--- config.mk ---
export PLATFORM = sky130hd
export DESIGN_NAME = tccs_front_flat
export DESIGN_NICKNAME = d
export VERILOG_FILES = /design/src/rtl/text_console_cursor_scroll_macros.svh /design/src/rtl/tccs_pkg.sv /design/src/rtl/tccs_if.sv /design/src/rtl/tccs_front.sv /design/src/flat_wrapper.sv
export SDC_FILE = /design/constraint.sdc
export NUM_CORES = 1
export LEC_CHECK = 0
export ABC_CLOCK_PERIOD_IN_PS = 2120
export BUFFER_PORTS_ARGS = -buffer_cell sky130_fd_sc_hd__buf_2
export CAP_MARGIN = 10
export CORE_UTILIZATION = 41
export DETAILED_ROUTE_END_ITERATION = 8
export PLACE_DENSITY = 0.76
export SETUP_SLACK_MARGIN = 0.15
export SYNTH_ARGS = -nofsm -noshare
export SYNTH_HDL_FRONTEND = slang
export SYNTH_SLANG_ARGS = --single-unit
--- constraint.sdc ---
create_clock -name clk_i -period 2.12 [get_ports clk_i]
set_clock_uncertainty 0.15 [all_clocks]
set_input_delay 0.106 -clock clk_i [delete_from_list [all_inputs] [get_ports clk_i]]
set_output_delay 0.106 -clock clk_i [all_outputs]
set_load 0.02 [all_outputs]
--- src/rtl/text_console_cursor_scroll_macros.svh ---
`ifndef TEXT_CONSOLE_CURSOR_SCROLL_MACROS_SVH
`define TEXT_CONSOLE_CURSOR_SCROLL_MACROS_SVH

// same-cycle implication
`define TCCS_ASSERT_IMP(name, clk, rst_n, ante, cons) \
  name: assert property (@(posedge clk) disable iff (!rst_n) (ante) |-> (cons)) \
    else $error("text_console_cursor_scroll: check failed");

// next-cycle implication
`define TCCS_ASSERT_NXT(name, clk, rst_n, ante, cons) \
  name: assert property (@(posedge clk) disable iff (!rst_n) (ante) |=> (cons)) \
    else $error("text_console_cursor_scroll: check failed");

`endif

--- src/rtl/tccs_pkg.sv ---
package tccs_pkg;

  localparam int CMD_W      = 2;
  localparam int CHAR_W     = 8;
  localparam int COL_W      = 7;
  localparam int ROW_W      = 5;
  localparam int DATA_W     = 16;
  localparam int CFG_IDX_W  = 4;
  localparam int CFG_DATA_W = 8;

  localparam int MAX_COLS_DEF  = 128;
  localparam int MAX_ROWS_DEF  = 32;
  localparam int TAB_WIDTH_DEF = 4;
  localparam int COLS_RESET    = 80;
  localparam int ROWS_RESET    = 25;
  localparam int QUEUE_DEPTH   = 2;

  localparam logic [CMD_W-1:0] CMD_PUT   = 2'd0;
  localparam logic [CMD_W-1:0] CMD_POKE  = 2'd1;
  localparam logic [CMD_W-1:0] CMD_CLEAR = 2'd2;
  localparam logic [CMD_W-1:0] CMD_READ  = 2'd3;

  localparam logic [CHAR_W-1:0] CH_TAB   = 8'h09;
  localparam logic [CHAR_W-1:0] CH_LF    = 8'h0A;
  localparam logic [CHAR_W-1:0] CH_CR    = 8'h0D;
  localparam logic [CHAR_W-1:0] CH_SPACE = 8'h20;

  localparam logic [DATA_W-1:0] CELL_ATTR = 16'h0F00;

  localparam logic [CFG_IDX_W-1:0] REG_COLUMNS = 4'd0;
  localparam logic [CFG_IDX_W-1:0] REG_ROWS    = 4'd1;

  typedef enum logic [2:0] {
    OP_PUT,
    OP_TAB,
    OP_NEWLINE,
    OP_RETURN,
    OP_POKE,
    OP_CLEAR,
    OP_READ,
    OP_NOP
  } tccs_op_e;

  typedef enum logic [2:0] {
    ST_INIT,
    ST_IDLE,
    ST_PRE,
    ST_ACT,
    ST_SCROLL,
    ST_CLEAR,
    ST_RDWAIT,
    ST_EMIT
  } tccs_state_e;

  typedef struct packed {
    tccs_op_e          kind;
    logic [CHAR_W-1:0] char_code;
    logic [COL_W-1:0]  column;
    logic [ROW_W-1:0]  row;
  } tccs_op_t;

endpackage

--- src/rtl/tccs_if.sv ---
interface tccs_in_if;
  logic                           valid;
  logic                           ready;
  logic [tccs_pkg::CMD_W-1:0]     cmd;
  logic [tccs_pkg::CHAR_W-1:0]    char_code;
  logic [tccs_pkg::COL_W-1:0]     column;
  logic [tccs_pkg::ROW_W-1:0]     row;

  modport source (output valid, cmd, char_code, column, row, input ready);
  modport sink   (input valid, cmd, char_code, column, row, output ready);
endinterface


interface tccs_cfg_if;
  logic                             valid;
  logic                             ready;
  logic [tccs_pkg::CFG_IDX_W-1:0]   index;
  logic [tccs_pkg::CFG_DATA_W-1:0]  data;

  modport source (output valid, index, data, input ready);
  modport sink   (input valid, index, data, output ready);
endinterface

--- src/rtl/tccs_front.sv ---
module tccs_front #(
  parameter int MAX_COLS = tccs_pkg::MAX_COLS_DEF,
  parameter int MAX_ROWS = tccs_pkg::MAX_ROWS_DEF
) (
  input  logic                            clk_i,
  input  logic                            rst_ni,
  tccs_in_if.sink                         in_bus,
  tccs_cfg_if.sink                        cfg_bus,
  input  logic                            init_busy_i,
  input  logic                            q_full_i,
  output logic                            push_o,
  output tccs_pkg::tccs_op_t              op_o,
  output logic [$clog2(MAX_COLS + 1)-1:0] eff_cols_o,
  output logic [$clog2(MAX_ROWS + 1)-1:0] eff_rows_o
);

  localparam int ECW      = $clog2(MAX_COLS + 1);
  localparam int ERW      = $clog2(MAX_ROWS + 1);
  localparam int COLS_RST = (tccs_pkg::COLS_RESET > MAX_COLS) ? MAX_COLS : tccs_pkg::COLS_RESET;
  localparam int ROWS_RST = (tccs_pkg::ROWS_RESET > MAX_ROWS) ? MAX_ROWS : tccs_pkg::ROWS_RESET;

  logic [ECW-1:0] cols_q, cols_d;
  logic [ERW-1:0] rows_q, rows_d;
  logic           cfg_we;
  logic           on_screen;

  function automatic logic [31:0] clamp(input logic [31:0] v, input logic [31:0] hi);
    if (v == 32'd0) begin
      return 32'd1;
    end
    if (v > hi) begin
      return hi;
    end
    return v;
  endfunction

  assign cfg_bus.ready = 1'b1;
  assign cfg_we        = cfg_bus.valid && cfg_bus.ready;

  always_comb begin
    cols_d = cols_q;
    rows_d = rows_q;
    if (cfg_we) begin
      case (cfg_bus.index)
        tccs_pkg::REG_COLUMNS: cols_d = ECW'(clamp(32'(cfg_bus.data), 32'(MAX_COLS)));
        tccs_pkg::REG_ROWS:    rows_d = ERW'(clamp(32'(cfg_bus.data[5:0]), 32'(MAX_ROWS)));
        default: ;
      endcase
    end
  end

  always_ff @(posedge clk_i or negedge rst_ni) begin
    if (!rst_ni) begin
      cols_q <= ECW'(COLS_RST);
      rows_q <= ERW'(ROWS_RST);
    end else begin
      cols_q <= cols_d;
      rows_q <= rows_d;
    end
  end

  assign on_screen = (32'(in_bus.column) < 32'(cols_q)) && (32'(in_bus.row) < 32'(rows_q));

  always_comb begin
    op_o.char_code = in_bus.char_code;
    op_o.column    = in_bus.column;
    op_o.row       = in_bus.row;
    op_o.kind      = tccs_pkg::OP_NOP;
    unique case (in_bus.cmd)
      tccs_pkg::CMD_PUT: begin
        case (in_bus.char_code)
          tccs_pkg::CH_TAB: op_o.kind = tccs_pkg::OP_TAB;
          tccs_pkg::CH_LF:  op_o.kind = tccs_pkg::OP_NEWLINE;
          tccs_pkg::CH_CR:  op_o.kind = tccs_pkg::OP_RETURN;
          default:          op_o.kind = tccs_pkg::OP_PUT;
        endcase
      end
      tccs_pkg::CMD_POKE:  op_o.kind = on_screen ? tccs_pkg::OP_POKE : tccs_pkg::OP_NOP;
      tccs_pkg::CMD_CLEAR: op_o.kind = tccs_pkg::OP_CLEAR;
      tccs_pkg::CMD_READ:  op_o.kind = on_screen ? tccs_pkg::OP_READ : tccs_pkg::OP_NOP;
    endcase
  end

  assign in_bus.ready = !q_full_i && !init_busy_i;
  assign push_o       = in_bus.valid && in_bus.ready;
  assign eff_cols_o   = cols_q;
  assign eff_rows_o   = rows_q;

endmodule

--- src/flat_wrapper.sv ---
// flat-port wrapper written by rule: the top's interface ports become plain ports
module tccs_front_flat 
#(
  parameter int MAX_COLS = tccs_pkg::MAX_COLS_DEF,
  parameter int MAX_ROWS = tccs_pkg::MAX_ROWS_DEF
)
  (clk_i, rst_ni, init_busy_i, q_full_i, push_o, op_o, eff_cols_o, eff_rows_o, in_bus_valid, in_bus_cmd, in_bus_char_code, in_bus_column, in_bus_row, in_bus_ready, cfg_bus_valid, cfg_bus_index, cfg_bus_data, cfg_bus_ready);
  tccs_in_if in_bus_i ();
  tccs_cfg_if cfg_bus_i ();
  input  logic clk_i;
  input  logic rst_ni;
  input  logic init_busy_i;
  input  logic q_full_i;
  output logic push_o;
  output tccs_pkg::tccs_op_t op_o;
  output logic [$clog2(MAX_COLS + 1)-1:0] eff_cols_o;
  output logic [$clog2(MAX_ROWS + 1)-1:0] eff_rows_o;
  input wire logic [$bits(in_bus_i.valid)-1:0] in_bus_valid;
  input wire logic [$bits(in_bus_i.cmd)-1:0] in_bus_cmd;
  input wire logic [$bits(in_bus_i.char_code)-1:0] in_bus_char_code;
  input wire logic [$bits(in_bus_i.column)-1:0] in_bus_column;
  input wire logic [$bits(in_bus_i.row)-1:0] in_bus_row;
  output wire logic [$bits(in_bus_i.ready)-1:0] in_bus_ready;
  input wire logic [$bits(cfg_bus_i.valid)-1:0] cfg_bus_valid;
  input wire logic [$bits(cfg_bus_i.index)-1:0] cfg_bus_index;
  input wire logic [$bits(cfg_bus_i.data)-1:0] cfg_bus_data;
  output wire logic [$bits(cfg_bus_i.ready)-1:0] cfg_bus_ready;
  assign in_bus_i.valid = in_bus_valid;
  assign in_bus_i.cmd = in_bus_cmd;
  assign in_bus_i.char_code = in_bus_char_code;
  assign in_bus_i.column = in_bus_column;
  assign in_bus_i.row = in_bus_row;
  assign in_bus_ready = in_bus_i.ready;
  assign cfg_bus_i.valid = cfg_bus_valid;
  assign cfg_bus_i.index = cfg_bus_index;
  assign cfg_bus_i.data = cfg_bus_data;
  assign cfg_bus_ready = cfg_bus_i.ready;
  tccs_front #(.MAX_COLS(MAX_COLS), .MAX_ROWS(MAX_ROWS)) u_core (.clk_i(clk_i), .rst_ni(rst_ni), .in_bus(in_bus_i), .cfg_bus(cfg_bus_i), .init_busy_i(init_busy_i), .q_full_i(q_full_i), .push_o(push_o), .op_o(op_o), .eff_cols_o(eff_cols_o), .eff_rows_o(eff_rows_o));
endmodule
==> flow_summary.toml <==
[cells_and_area]
syn2layout_area_growth_pct = 42.93
seqCellArea_sq_um = 356.6
multi_input_area_sq_um = 648.1
drive_above_1_share_pct = 52.48
design_area_sq_um = 1645
fillCellCount = 234
antenna_cells = 0
fin_nets = 253

[route]
vias_per_cell = 4.978
wl_per_cell_um = 12.47
drt_iter0_markers = 9
dr_total_vias = 1155
drc = 0
dr.pass1.iters = 4
drt_wl_total_mm = 2.893
drtAntennaViolNets = 0

[sta]
worst_pin_slew_ns = 0.5100
setup_viol = 2
fin_worst_hold_slack_ns = 0.03221
relSlewSlack_pct = 66.00
drv_slew = 0
fmax_ghz = 0.4607
tns_ns = -0.07776
min_period_ns = 2.171
timing.final.crit_share_pct = 102.4
hold_viol = 0
rsz0062_at_grt = "true"
worst_slack_ns = -0.05072

[pwr]
peakVddDrop_mv = 0.4046
combPwrFrac_pct = 45.6
seqPwrFrac_pct = 35.7
p_int_mw = 0.6265
p_sw_mw = 0.3829
p_leak_nw = 0.8240
swShare_pct = 37.94
p_per_area_nw_per_um2 = 613.5
clkPwrFrac_pct = 18.7

[placed_design]
dpl-instance-area_sq_um = 1411
numPortBuffers = 78
dp_hpwl_mm = 2.256
routabilityCongestion = 0.7805

[worst_setup_path]
critical_path_arrival_ns = 1.91
cp-start-kind = "flip-flop"
cp.required_ns = 1.86
cp_max_fo = 2
path_cells = "inv_2 > ha_4 > and3b_2 > a221oi_4 > a41oi_2 > buf_4"
critPathSlowestCell = "dfstp_2"
critPathKind = "reg -> out"
endpoint_kind = "output pin"
cp_slowest_stage_delay_ns = 0.54

[floorplan]
core_area_sq_um = 2567
die_area_sq_um = 3023
rows = 18
dieHeight_um = 54.99
ios = 80
dieWidth_um = 54.99
start_util_pct = 44.83

[yosys]
synth_nets = 180
yosysTopAreaCell = "dfrtp_1"
synth.area.top_cells = "dfrtp_1 (20%), buf_4 (14%), dfstp_2 (11%), ha_1 (11%), nand2b_1 (6.5%)"
ys_seq_elements = 14
postSynthAreaPerCell_sq_um = 8.855
synthCells = 130
synth.cell_area_sq_um = 1151
async_reset_ff_share_pct = 100.0
ys.flop_type = "dfrtp_1"
synthDistinctLibCells = 37
synth_edf_count = 0
synth_top_area_share_pct = 19.57
synth.yosys.seq_area_share_pct = 30.98
yosysWarningCount = 0

[cts]
clkLatencyLatePin_ns = 0.28
clock_sinks = 14
cts_tree = "done"
path_clk_slew_ns = 0.08
clock_tree.root_cell = "clkbuf_4"
ctsLongestPathBuffers = 2
htree_levels = 1
numCtsBuffers = 3

[grt]
grt_pass1_wl_mm = 4.181
track_usage_pct = 19.43
antenna_found_initial = 0
grt_start_max_net_pins = 16
grt_overflow = 0
grt_pass1_vias = 1057

[job]
cap_violations = 0

[status]
violations = "setup timing"
status = "complete, but fails checks"

[worst_hold_path]
hold_class = "in -> reg"
## cells in the final DEF (no fill, tap or decap), types with 2 or more instances in the layout
cell type	netlist	final
buf_4	21	5
buf_2	2	76
ha_4	0	2
o31ai_1	2	2
clkbuf_4	0	3
dfrtp_1	9	9
a31oi_1	2	2
nor2_1	3	2
a21oi_2	0	2
o21ai_1	6	6
nand2b_1	12	12
inv_1	13	12
o21ai_0	4	4
dlygate4sd3_1	0	10
dfstp_2	5	5
nand2_1	14	13
ha_1	10	8
## worst paths after layout
kind / to / start / cells past startpoint / slack (ns)
max: op_o[20] / u_core.eff_cols_o[6]$_DFFE_PN1P_ / 6 / -0.05
min: u_core.eff_rows_o[0]$_DFFE_PN1P_ / cfg_bus_data[0] / 3 / 0.03
max reg2reg: u_core.eff_rows_o[1]$_DFFE_PN0P_ / u_core.eff_rows_o[1]$_DFFE_PN0P_ / 3 / 0.76
min reg2reg: u_core.eff_cols_o[4]$_DFFE_PN1P_ / u_core.eff_cols_o[4]$_DFFE_PN1P_ / 2 / 0.33
max in group asynchronous: u_core.eff_cols_o[6]$_DFFE_PN1P_ / rst_ni / 2 / 1.43
min in group asynchronous: u_core.eff_rows_o[1]$_DFFE_PN0P_ / rst_ni / 2 / 0.10
## worst max-delay path, delay by kind of cell, from the launching register on
family,cells,cell delay (ns)
compound gates,2,0.43
buf+inv,2,0.23
fa+ha+maj,1,0.21
flops,1,0.54
simple gates,1,0.22
## Yosys cell counts (2+ instances only)
library cell  number
a21oi_1            3
nand2_1           14
inv_1             13
dfrtp_1            9
nor2_1             3
buf_2              2
o31ai_1            2
o21ai_0            4
o21ai_1            6
nand2b_1          12
dfstp_2            5
a41oi_1            2
buf_4             21
ha_1              10
a31oi_1            2
## per-layer routing
layer  share of wire, %  vias to the layer above  global-route usage, %
met5                  0                        -                      0
met4                1.1                        0                  8.333
met3                6.7                        4                  1.913
met2                 54                       60                  38.55
met1                 39                      523                  20.24
li1                   -                      568                      -
## kinds of logic after synthesis
group           count (synthesis)  synth area share [%]
fa+ha+maj                      10                 10.87
mux                             2                 1.956
simple gates                   40                 21.52
compound gates                 26                 14.78
xor+xnor                        1                0.7610
flops                          14                 30.98
buf+inv                        36                 18.80
other cells                     1                0.3258
## power groups by stage
stage          logic, mW  clock network [mW]  registers, mW
3_3_place_gp       0.369                   0          0.362
5_1_grt            0.511               0.201          0.366
3_5_place_dp       0.382                   0          0.364
2_1_floorplan      0.195                   0          0.414
4_1_cts            0.434               0.194          0.359
6_report           0.460               0.189          0.361
## cell type report
class,instances,area share [%]
well taps,30,2.281
repair buffers,91,31.48
flip-flops and latches,14,21.67
inverters,13,2.966
clock buffers,4,2.205
multi-input cells,80,39.39
## sequential cells by signal, summed over array words and instances (netlist names)
| name | cells |
|---|---|
| u_core.eff_cols_o | 8 |
| u_core.eff_rows_o | 6 |
## timing repair
item,4_1_cts,5_1_grt
gates resized for setup,7,8
pin swaps,6,3
endpoints found under the hold margin,26,0
setup endpoints to repair,2,2
buffers inserted,3,0
hold buffers,10,0
## metrics by stage
step                      util (%)  std cells  setup slack [ns]  power, mW
after floorplan                  -        130            0.1818     0.6090
after global placement       54.97        215            0.1952     0.7311
after detailed placement     54.97        215            0.1183     0.7458
after CTS                    62.67        232          -0.03039     0.9877
after global routing         64.08        232           -0.1054      1.079
final                        64.08        232          -0.05072      1.009
No activity file was read; power rests on OpenSTA's default activity.
