File: config.mk
export PLATFORM = sky130hd
export DESIGN_NAME = tccs_fifo
export DESIGN_NICKNAME = d
export VERILOG_FILES = /design/src/rtl/text_console_cursor_scroll_macros.svh /design/src/rtl/tccs_pkg.sv /design/src/rtl/tccs_fifo.sv
export SDC_FILE = /design/constraint.sdc
export NUM_CORES = 1
export LEC_CHECK = 0
export BUFFER_PORTS_ARGS = -buffer_cell sky130_fd_sc_hd__buf_2
export CAP_MARGIN = 5
export CORE_ASPECT_RATIO = 0.8
export CORE_MARGIN = 10
export CORE_UTILIZATION = 55
export CTS_BUF_LIST = sky130_fd_sc_hd__clkbuf_4
export DETAILED_ROUTE_END_ITERATION = 10
export HOLD_SLACK_MARGIN = 0.05
export PLACE_DENSITY = 0.83
export SLEW_MARGIN = 20
export SYNTH_ARGS = -nofsm -noshare
export SYNTH_HDL_FRONTEND = slang
export SYNTH_SLANG_ARGS = --single-unit
File: constraint.sdc
create_clock -name clk_i -period 3.89 [get_ports clk_i]
set_clock_uncertainty 0.05 [all_clocks]
set_input_delay 0.389 -clock clk_i [delete_from_list [all_inputs] [get_ports clk_i]]
set_output_delay 0.389 -clock clk_i [all_outputs]
set_load 0.005 [all_outputs]
File: src/rtl/text_console_cursor_scroll_macros.svh
`ifndef TEXT_CONSOLE_CURSOR_SCROLL_MACROS_SVH
`define TEXT_CONSOLE_CURSOR_SCROLL_MACROS_SVH

// same-cycle implication
`define TCCS_ASSERT_IMP(name, clk, rst_n, ante, cons) \
  name: assert property (@(posedge clk) disable iff (!rst_n) (ante) |-> (cons)) \
    else $error("text_console_cursor_scroll: check failed");

// next-cycle implication
`define TCCS_ASSERT_NXT(name, clk, rst_n, ante, cons) \
  name: assert property (@(posedge clk) disable iff (!rst_n) (ante) |=> (cons)) \
    else $error("text_console_cursor_scroll: check failed");

`endif

File: src/rtl/tccs_pkg.sv
package tccs_pkg;

  localparam int CMD_W      = 2;
  localparam int CHAR_W     = 8;
  localparam int COL_W      = 7;
  localparam int ROW_W      = 5;
  localparam int DATA_W     = 16;
  localparam int CFG_IDX_W  = 4;
  localparam int CFG_DATA_W = 8;

  localparam int MAX_COLS_DEF  = 128;
  localparam int MAX_ROWS_DEF  = 32;
  localparam int TAB_WIDTH_DEF = 4;
  localparam int COLS_RESET    = 80;
  localparam int ROWS_RESET    = 25;
  localparam int QUEUE_DEPTH   = 2;

  localparam logic [CMD_W-1:0] CMD_PUT   = 2'd0;
  localparam logic [CMD_W-1:0] CMD_POKE  = 2'd1;
  localparam logic [CMD_W-1:0] CMD_CLEAR = 2'd2;
  localparam logic [CMD_W-1:0] CMD_READ  = 2'd3;

  localparam logic [CHAR_W-1:0] CH_TAB   = 8'h09;
  localparam logic [CHAR_W-1:0] CH_LF    = 8'h0A;
  localparam logic [CHAR_W-1:0] CH_CR    = 8'h0D;
  localparam logic [CHAR_W-1:0] CH_SPACE = 8'h20;

  localparam logic [DATA_W-1:0] CELL_ATTR = 16'h0F00;

  localparam logic [CFG_IDX_W-1:0] REG_COLUMNS = 4'd0;
  localparam logic [CFG_IDX_W-1:0] REG_ROWS    = 4'd1;

  typedef enum logic [2:0] {
    OP_PUT,
    OP_TAB,
    OP_NEWLINE,
    OP_RETURN,
    OP_POKE,
    OP_CLEAR,
    OP_READ,
    OP_NOP
  } tccs_op_e;

  typedef enum logic [2:0] {
    ST_INIT,
    ST_IDLE,
    ST_PRE,
    ST_ACT,
    ST_SCROLL,
    ST_CLEAR,
    ST_RDWAIT,
    ST_EMIT
  } tccs_state_e;

  typedef struct packed {
    tccs_op_e          kind;
    logic [CHAR_W-1:0] char_code;
    logic [COL_W-1:0]  column;
    logic [ROW_W-1:0]  row;
  } tccs_op_t;

endpackage

File: src/rtl/tccs_fifo.sv
module tccs_fifo #(
  parameter int DEPTH = 2
) (
  input  logic               clk_i,
  input  logic               rst_ni,
  input  logic               push_i,
  input  tccs_pkg::tccs_op_t data_i,
  output logic               full_o,
  input  logic               pop_i,
  output tccs_pkg::tccs_op_t data_o,
  output logic               empty_o
);

  localparam int PW   = (DEPTH > 1) ? $clog2(DEPTH) : 1;
  localparam int CNTW = $clog2(DEPTH + 1);

  tccs_pkg::tccs_op_t mem_q [DEPTH];
  logic [PW-1:0]      wptr_q, wptr_d;
  logic [PW-1:0]      rptr_q, rptr_d;
  logic [CNTW-1:0]    cnt_q, cnt_d;

  always_comb begin
    wptr_d = wptr_q;
    rptr_d = rptr_q;
    cnt_d  = cnt_q;
    if (push_i) begin
      wptr_d = (wptr_q == PW'(DEPTH - 1)) ? '0 : wptr_q + 1'b1;
    end
    if (pop_i) begin
      rptr_d = (rptr_q == PW'(DEPTH - 1)) ? '0 : rptr_q + 1'b1;
    end
    if (push_i && !pop_i) begin
      cnt_d = cnt_q + 1'b1;
    end else if (pop_i && !push_i) begin
      cnt_d = cnt_q - 1'b1;
    end
  end

  always_ff @(posedge clk_i or negedge rst_ni) begin
    if (!rst_ni) begin
      wptr_q <= '0;
      rptr_q <= '0;
      cnt_q  <= '0;
    end else begin
      wptr_q <= wptr_d;
      rptr_q <= rptr_d;
      cnt_q  <= cnt_d;
    end
  end

  always_ff @(posedge clk_i) begin
    if (push_i) begin
      mem_q[wptr_q] <= data_i;
    end
  end

  assign data_o  = mem_q[rptr_q];
  assign empty_o = (cnt_q == '0);
  assign full_o  = (cnt_q == CNTW'(DEPTH));

endmodule

==> summary.md, run 1 <==
| Metric | Value |
|---|---|
| Status | finished clean |
| Average size of a mapped cell | ~22 µm² |
| Share of the synthesized area in compound gates (AO/OA/AOI/OAI) | 0% |
| Category of the critical setup timing path | flip-flop to primary output |
| Count of antenna diodes in the layout | 0 |
| Die Y | ~73 µm |
| Fin crit share | between 60% and 70% |
| Worst IR Drop VDD | between 0.0004 and 0.0005 V |
| Count leader, synth | sky130_fd_sc_hd__edfxtp_1 |
| Category of cells accounting for the largest share of critical-path delay | flip-flops |
| Most frequent cells after synthesis | sky130_fd_sc_hd__edfxtp_1 (46), sky130_fd_sc_hd__mux2_4 (19), sky130_fd_sc_hd__dfrtp_1 (4), sky130_fd_sc_hd__mux2_2 (4), sky130_fd_sc_hd__xor2_1 (4) |
| Max FO, Critical Path | 18 |
| Quantity of I/O buffers inserted on ports | between 50 and 60 |
| Ratio of cells with drive above 1 in the final layout | between 50% and 60% |
| Summed instance area of the synthesized netlist | between 1500 and 2000 µm² |
| Worst-path clk slew | approximately 130 ps |
| Number of buffers between clock root and the deepest sink | 2 |
| Post-synthesis share of cell area spent on xor and xnor gates | 2.246% |
| Ordered cell list for the critical path | buf_4, mux2_4, buf_2 |
| Number of resized instances in the post-cts repair step | 0 |
| Max Cap Violations | 0 |
| Area share of fa/ha/maj cells after synthesis | less than 1% |
| Hold Path Class | input pin to flip-flop |
| Horiz. Die Dim | 86.56 µm |
| Number of distinct library cells after synthesis | 13 |
| Warnings, synthesis | 0 |
| Core area | about 3400 µm² |
| Setup repair after global routing missed its margin | no |
| Total Neg Setup Slack | 0 ps |
| First DRT Iteration DRCs | 58 |
| Clock insertion delay at the later pin of the skew report | 340 ps |
| Wire length per cell | approximately 17 µm |
| Final WL | 3242 µm |
| Row cnt | 19 |
| Core utilization of the finished layout | about two thirds |
| Final Net Count | between 150 and 200 |
| Cts bufs inserted | 5 |
| Final Setup Violations | 0 |
| Most used flip-flop cell after synthesis | sky130_fd_sc_hd__edfxtp_1 |
| Arrival time of data at the critical path endpoint | approximately 2100 ps |
| Required time of the critical path | 3450 ps |
| Sequential element share of the synthesized area | between 70% and 80% |
| Top achievable clock speed | 0.3900 GHz |
| Peak per-stage delay on the critical path | ~990 ps |
| Pwr Density | 668.4 nW/µm² |
| Num Clock Sinks | 50 |
| Power after layout | approximately 1.5 mW |
| Library cell used as clock root buffer | sky130_fd_sc_hd__clkbuf_4 |
| Relative max-transition margin | 31.21% |
| Number of global-route vias before repair | about 1000 |
| Combinational family with the most area after synthesis | multiplexers |
| Cells taking the most area after synthesis | sky130_fd_sc_hd__edfxtp_1 (71%), sky130_fd_sc_hd__mux2_4 (15%), sky130_fd_sc_hd__dfrtp_1 (5.1%), sky130_fd_sc_hd__mux2_2 (2.3%), sky130_fd_sc_hd__buf_12 (2.1%) |
| Worst-path cell with the longest stage delay | sky130_fd_sc_hd__dfrtp_1 |
| Kind of capture point of the worst setup path | primary output |
| Number of primary I/O pins | 52 |
| Post-DP HPWL | ~2400 µm |
| DRT antenna net count | 0 |
| Synthesized netlist net count | between 100 and 150 |
| Hold Violations, Final | 0 |
| Final Max Tran Viols | 0 |
| DRC viols | 0 |
| Via count normalized by instance count | 4.958 |
| Worst Setup Start Kind | flip-flop |
| First drt pass iteration count | 4 |
| CTS tree | done |
| Slew at the pin with the worst max-slew slack | 1032 ps |
| Cells after synthesis | 88 |
| Synth top area share | a little over 70% |
| Area growth, synth to finish | 18.81% |
| Number of buffers and inverters on the critical path | 2 |
| Initial Util | about 57% |
| Post-synthesis mux area share | around 17% |
| Aggregate global routing overflow | 0 |
| GP Congestion | 0.6761 |
| Area share of and/or/nand/nor cells after synthesis | under 10% |
| Async SR Flop Fraction | under 10% |
| Die outline area | 6341 µm² |
| Crit path time final | roughly 2600 ps |
| Pin count of the biggest net entering global routing | 24 |
| Synth area leader | sky130_fd_sc_hd__edfxtp_1 |
| Pleak | ~0.96 nW |
| Register bit count reported by yosys | 50 |
| Overall via count from detail_route | about 940 |
| Wire length of the first global-routing pass | between 5000 and 6000 µm |
| Number of flops mapped to enable cells by yosys | 46 |
| Initial antenna violation count | 0 |
| Clock H-tree levels | 2 |
| Total global routing track utilization | a little over a tenth |
## per-stage QoR
| stage | setup WS (ps) | area [µm²] | hold slack (ps) | instances |
|---|---|---|---|---|
| floorplan | 1982 | 1949 | 43.41 | 88 |
| global placement | 1744 | 2223 | 148.6 | 180 |
| detailed placement | 1718 | 2223 | 152.5 | 180 |
| CTS | 1300 | 2316 | 139.9 | 189 |
| global route | 1169 | 2316 | 134.4 | 189 |
| finish | 1326 | 2316 | 166.2 | 189 |
## routing by layer
metal,track usage [%],wire [µm],part of all wire [%]
met1,12.10,1345,41
met2,15.63,1463,45
met3,6.851,399,12
met4,3.770,34,1.0
met5,0,0,0
## kinds of logic after synthesis
| kind of cell | count (synthesis) |
|---|---|
| buffers and inverters | 4 |
| muxes | 23 |
| and+or+nand+nor | 5 |
| DFF | 50 |
| adders and majority gates | 1 |
| xor gates and xnor gates | 5 |
## report_power, final
part / internal (mW) / leakage, nW / switching (mW)
logic: 0.275 / 0.434 / 0.174
registers: 0.718 / 0.478 / 0.0846
clock network: 0.150 / 0.0463 / 0.146
total: 1.14 / 0.958 / 0.404
## timing repair
action                     CTS  global route
hold buffers                 1             0
setup endpoints to repair    0             0
hold endpoints to repair     4             0
buffers inserted             0             0
## area by class of cell
class                           instances  area [µm²]
Clock buffer                            7       52.55
Clock inverter                          1       30.03
Fill cell                             245        1107
Inverter                                1       3.754
Multi-Input combinational cell         34       415.4
Sequential cell                        50        1481
Tap cell                               42       52.55
Timing Repair Buffer                   54       280.3
## flip-flops by register name, summed over array words and instances (netlist names)
name,count
mem_q,46
rptr_q,1
wptr_q,1
cnt_q,2
## final timing paths
check,to,cells after the start,startpoint,slack (ps)
max in group asynchronous,cnt_q[1],2,rst_ni,3360
worst min register to register,cnt_q[1],1,cnt_q[1],460
min in group asynchronous,rptr_q,2,rst_ni,310
worst min-delay path,mem_q[0][0],1,data_i[0],170
worst max-delay path,data_o[15],3,rptr_q,1330
worst max register to register,mem_q[1][8],1,wptr_q,2220
## placed cells by master (no fill, tap or decap)
master	synthesis	final
sky130_fd_sc_hd__nor2_1	2	2
sky130_fd_sc_hd__mux2_2	4	4
sky130_fd_sc_hd__clkbuf_4	0	7
sky130_fd_sc_hd__xor2_1	4	4
sky130_fd_sc_hd__mux2_4	19	19
sky130_fd_sc_hd__and2_1	1	1
sky130_fd_sc_hd__buf_4	0	2
sky130_fd_sc_hd__xnor2_1	1	1
sky130_fd_sc_hd__edfxtp_1	46	46
sky130_fd_sc_hd__nor2b_1	2	1
sky130_fd_sc_hd__dfrtp_1	4	4
sky130_fd_sc_hd__ha_1	1	1
sky130_fd_sc_hd__buf_2	0	51
sky130_fd_sc_hd__dlygate4sd3_1	0	1
sky130_fd_sc_hd__inv_1	1	1
sky130_fd_sc_hd__bufinv_16	0	1
sky130_fd_sc_hd__nor2b_2	0	1
No activity file was read; power rests on OpenSTA's default activity.
==> inputs of run 2 (changes only) <==
Settings changed: ABC_AREA set to 1, CORE_UTILIZATION 55 to 54, PLACE_DENSITY 0.83 to 0.81.
Clock period 3.89 ns to 2.4 ns, I/O delays scaled along.
==> run 2 against run 1 <==
Setup slack got worse by 990 ps. Via count increased by 14%. Non-clock buffer count increased by 26. Largest cell class unchanged. Largest power group unchanged.
==> summary.md, run 2 <==
| Metric | Value |
|---|---|
| Status | finished clean (unchanged) |
| Pin count of the biggest net entering global routing | 20 (was 24) |
| Initial antenna violation count | 0 (unchanged) |
| Number of distinct library cells after synthesis | 14 (was 13) |
| Cells taking the most area after synthesis | sky130_fd_sc_hd__edfxtp_1 (70%), sky130_fd_sc_hd__mux2_4 (14%), sky130_fd_sc_hd__dfrtp_1 (5.1%), sky130_fd_sc_hd__mux2_2 (2.3%), sky130_fd_sc_hd__buf_12 (2.0%) (was sky130_fd_sc_hd__edfxtp_1 (71%), sky130_fd_sc_hd__mux2_4 (15%), sky130_fd_sc_hd__dfrtp_1 (5.1%), sky130_fd_sc_hd__mux2_2 (2.3%), sky130_fd_sc_hd__buf_12 (2.1%)) |
| Fin worst setup slack | 335.4 ps (was 1326 ps) |
| Summed instance area of the synthesized netlist | 1969 µm² (was 1949 µm²) |
| Die Y | 74.02 µm (was 73.25 µm) |
| Worst-case hold slack | 69.85 ps (was 166.2 ps) |
| Final WL | 3617 µm (was 3242 µm) |
| Row cnt | 19 (unchanged) |
| Design Area, Final | 2556 µm² (was 2316 µm²) |
| Hold Path Sink | wptr_q (was mem_q[0][0]) |
| CTS tree | done (unchanged) |
| Endpoint of the lowest-slack register-to-register path | mem_q[1][19] (was mem_q[1][8]) |
| Number of buffers and inverters on the critical path | 2 (unchanged) |
| Sequential element share of the synthesized area | 75.22% (was 75.99%) |
| Most frequent cells after synthesis | sky130_fd_sc_hd__edfxtp_1 (46), sky130_fd_sc_hd__mux2_4 (19), sky130_fd_sc_hd__inv_1 (7) (was sky130_fd_sc_hd__edfxtp_1 (46), sky130_fd_sc_hd__mux2_4 (19), sky130_fd_sc_hd__dfrtp_1 (4), sky130_fd_sc_hd__mux2_2 (4), sky130_fd_sc_hd__xor2_1 (4)) |
| Async SR Flop Fraction | 8.000% (unchanged) |
| Clock H-tree levels | 2 (unchanged) |
| Kind of capture point of the worst setup path | primary output (unchanged) |
| Total global routing track utilization | 11.43% (was 10.56%) |
| First drt pass iteration count | 4 (unchanged) |
| Startpoint of the lowest-slack register-to-register path | wptr_q (unchanged) |
| Die outline area | 6478 µm² (was 6341 µm²) |
| Wire length of the first global-routing pass | 5664 µm (was 5112 µm) |
| GP Congestion | 0.6443 (was 0.6761) |
| Number of global-route vias before repair | 1172 (was 1045) |
| Worst-path clk slew | 120 ps (was 130 ps) |
| Crit path time final | between 2000 and 2500 ps |
| Largest register FFs | 46 (unchanged) |
| Relative max-transition margin | 67.88% (was 31.21%) |
| Register containing the most flip-flops in the final layout | mem_q (unchanged) |
| Cell Count, Final, Fillers Out | 223 (was 189) |
| Total Neg Setup Slack | 0 ps (unchanged) |
| Arrival time of data at the critical path endpoint | 1770 ps (was 2130 ps) |
| Overall via count from detail_route | 1068 (was 937) |
| Hold Violations, Final | 0 (unchanged) |
| Max Cap Violations | 0 (unchanged) |
| Final Net Count | 209 (was 174) |
| Category of the critical setup timing path | flip-flop to primary output (unchanged) |
| DRT antenna net count | 0 (unchanged) |
| Power after layout | 2.420 mW (was 1.548 mW) |
| Number of cells traversed by the worst register-to-register path | 3 (was 1) |
| Register-to-register setup slack | 920 ps (was 2220 ps) |
| Number of primary I/O pins | 52 (unchanged) |
| Wire length per cell | 16.22 µm (was 17.15 µm) |
| Top achievable clock speed | slightly below 0.5 GHz |
| Library cell used as clock root buffer | sky130_fd_sc_hd__clkbuf_4 (unchanged) |
| Placed cell areas | 2258 µm² (was 2223 µm²) |
| Average size of a mapped cell | 20.30 µm² (was 22.15 µm²) |
| Clock insertion delay at the later pin of the skew report | 350 ps (was 340 ps) |
| Synthesized netlist net count | 125 (was 116) |
| Post-DP HPWL | 2486 µm (was 2375 µm) |
| Most common cell after layout, fill and taps aside | sky130_fd_sc_hd__buf_2 (unchanged) |
| Core utilization of the finished layout | 73.65% (was 67.65%) |
| Number of buffers between clock root and the deepest sink | 2 (unchanged) |
| Warnings, synthesis | 0 (unchanged) |
| Number of placed instances, taps included | 191 (was 180) |
| DRC viols | 0 (unchanged) |
| Core area | 3471 µm² (was 3423 µm²) |
| Final Setup Violations | 0 (unchanged) |
| Slew at the pin with the worst max-slew slack | 481.2 ps (was 1032 ps) |
| Most used flip-flop cell after synthesis | sky130_fd_sc_hd__edfxtp_1 (unchanged) |
| Count of antenna diodes in the layout | 0 (unchanged) |
| Ratio of cells with drive above 1 in the final layout | 47.51% (was 57.82%) |
| Initial Util | 56.74% (was 56.94%) |
| Number of resized instances in the post-cts repair step | 0 (unchanged) |
| Area growth, synth to finish | 29.80% (was 18.81%) |
| Registers with the most flip-flops | mem_q (46), cnt_q (2) (unchanged) |
| Startpoint of the lowest-slack hold path | push_i (was data_i[0]) |
| Ordered cell list for the critical path | buf_4, mux2_2, buf_2 (was buf_4, mux2_4, buf_2) |
| Register bit count reported by yosys | 50 (unchanged) |
| Quantity of I/O buffers inserted on ports | 51 (unchanged) |
| Cts bufs inserted | 5 (unchanged) |
| Count leader, synth | sky130_fd_sc_hd__edfxtp_1 (unchanged) |
| Hold depth | 2 (was 1) |
| Worst Setup Start Kind | flip-flop (unchanged) |
| FILL cells | 221 (was 245) |
| Horiz. Die Dim | 87.52 µm (was 86.56 µm) |
| First DRT Iteration DRCs | 60 (was 58) |
| Placement Setup Slack | 715.0 ps (was 1718 ps) |
| Number of flops mapped to enable cells by yosys | 46 (unchanged) |
| Category of cells accounting for the largest share of critical-path delay | flip-flops (unchanged) |
| Pleak | 1.086 nW (was 0.9585 nW) |
| Peak per-stage delay on the critical path | 530 ps (was 990 ps) |
| Aggregate global routing overflow | 0 (unchanged) |
| Number of setup buffers added after CTS | 0 (unchanged) |
| Fin crit share | a little under nine tenths |
| Synth top area share | 70.14% (was 70.86%) |
| Hold Path Class | input pin to flip-flop (unchanged) |
| CTS hold repair buffers | 25 (was 1) |
| Cells after synthesis | 97 (was 88) |
| Synth area leader | sky130_fd_sc_hd__edfxtp_1 (unchanged) |
| Setup repair after global routing missed its margin | no (unchanged) |
| Commonest non-fill, non-tap cells in the layout | sky130_fd_sc_hd__buf_2 (51), sky130_fd_sc_hd__edfxtp_1 (46), sky130_fd_sc_hd__dlygate4sd3_1 (25), sky130_fd_sc_hd__mux2_4 (19), sky130_fd_sc_hd__inv_1 (7) (was sky130_fd_sc_hd__buf_2 (51), sky130_fd_sc_hd__edfxtp_1 (46), sky130_fd_sc_hd__mux2_4 (19), sky130_fd_sc_hd__clkbuf_4 (7)) |
| Final Max Tran Viols | 0 (unchanged) |
| Worst IR Drop VDD | 0.0006583 V (was 0.0004409 V) |
| Max FO, Critical Path | 19 (was 18) |
| Num Clock Sinks | 50 (unchanged) |
| Required time of the critical path | 2110 ps (was 3450 ps) |
| Pwr Density | 946.6 nW/µm² (was 668.4 nW/µm²) |
| Worst-path cell with the longest stage delay | sky130_fd_sc_hd__dfrtp_1 (unchanged) |
| Via count normalized by instance count | 4.789 (was 4.958) |
## run 2: cell families (layout without fill, tap and decap cells)
kind of cell,Yosys count,after routing,synth area share (%)
fa+ha+maj,1,1,0.6352
simple gates,10,10,2.097
flops,50,50,75.22
mux,23,23,16.77
xor+xnor,3,3,1.334
buf+inv,10,94,3.939
## run 2: layout make-up
cell class / count / area, µm² / share of cell area [%]
Sequential cell: 50 / 1481 / 57.95
Timing Repair Buffer: 80 / 535.5 / 20.95
Multi-Input combinational cell: 37 / 412.9 / 16.15
Tap cell: 42 / 52.55 / 2.056
Clock buffer: 5 / 37.54 / 1.468
Inverter: 7 / 26.28 / 1.028
Clock inverter: 2 / 10.01 / 0.3916
## run 2: routing by layer
| layer | up-vias | routed length (µm) | GRT usage, % |
|---|---|---|---|
| met3 | 7 | 370 | 5.459 |
| met5 | - | 0 | 0 |
| met1 | 499 | 1416 | 12.39 |
| li1 | 524 | - | - |
| met4 | 0 | 60 | 5.300 |
| met2 | 38 | 1770 | 18.71 |
## run 2: worst reg2reg max path: cells and delay by family (launching register included)
family,cells,cell delay [ps]
buffers and inverters,2,670
DFF,1,410
and+or+nand+nor,1,60
## run 2: worst max-delay path by stage
stage               slack [ps]  depth (start not counted)  startpoint     endpoint
finish                     340                          3      rptr_q    data_o[6]
global route               230                          3      rptr_q    data_o[6]
CTS                        300                          3      rptr_q    data_o[6]
detailed placement         710                          3      rptr_q    data_o[6]
global placement           740                          3      rptr_q    data_o[6]
floorplan                  550                          1      wptr_q  mem_q[0][0]
## run 2: where the power goes
| part | leakage, nW | switching [mW] | internal (mW) |
|---|---|---|---|
| logic | 0.576 | 0.356 | 0.473 |
| registers | 0.479 | 0.0829 | 1.16 |
| clock network | 0.0308 | 0.241 | 0.106 |
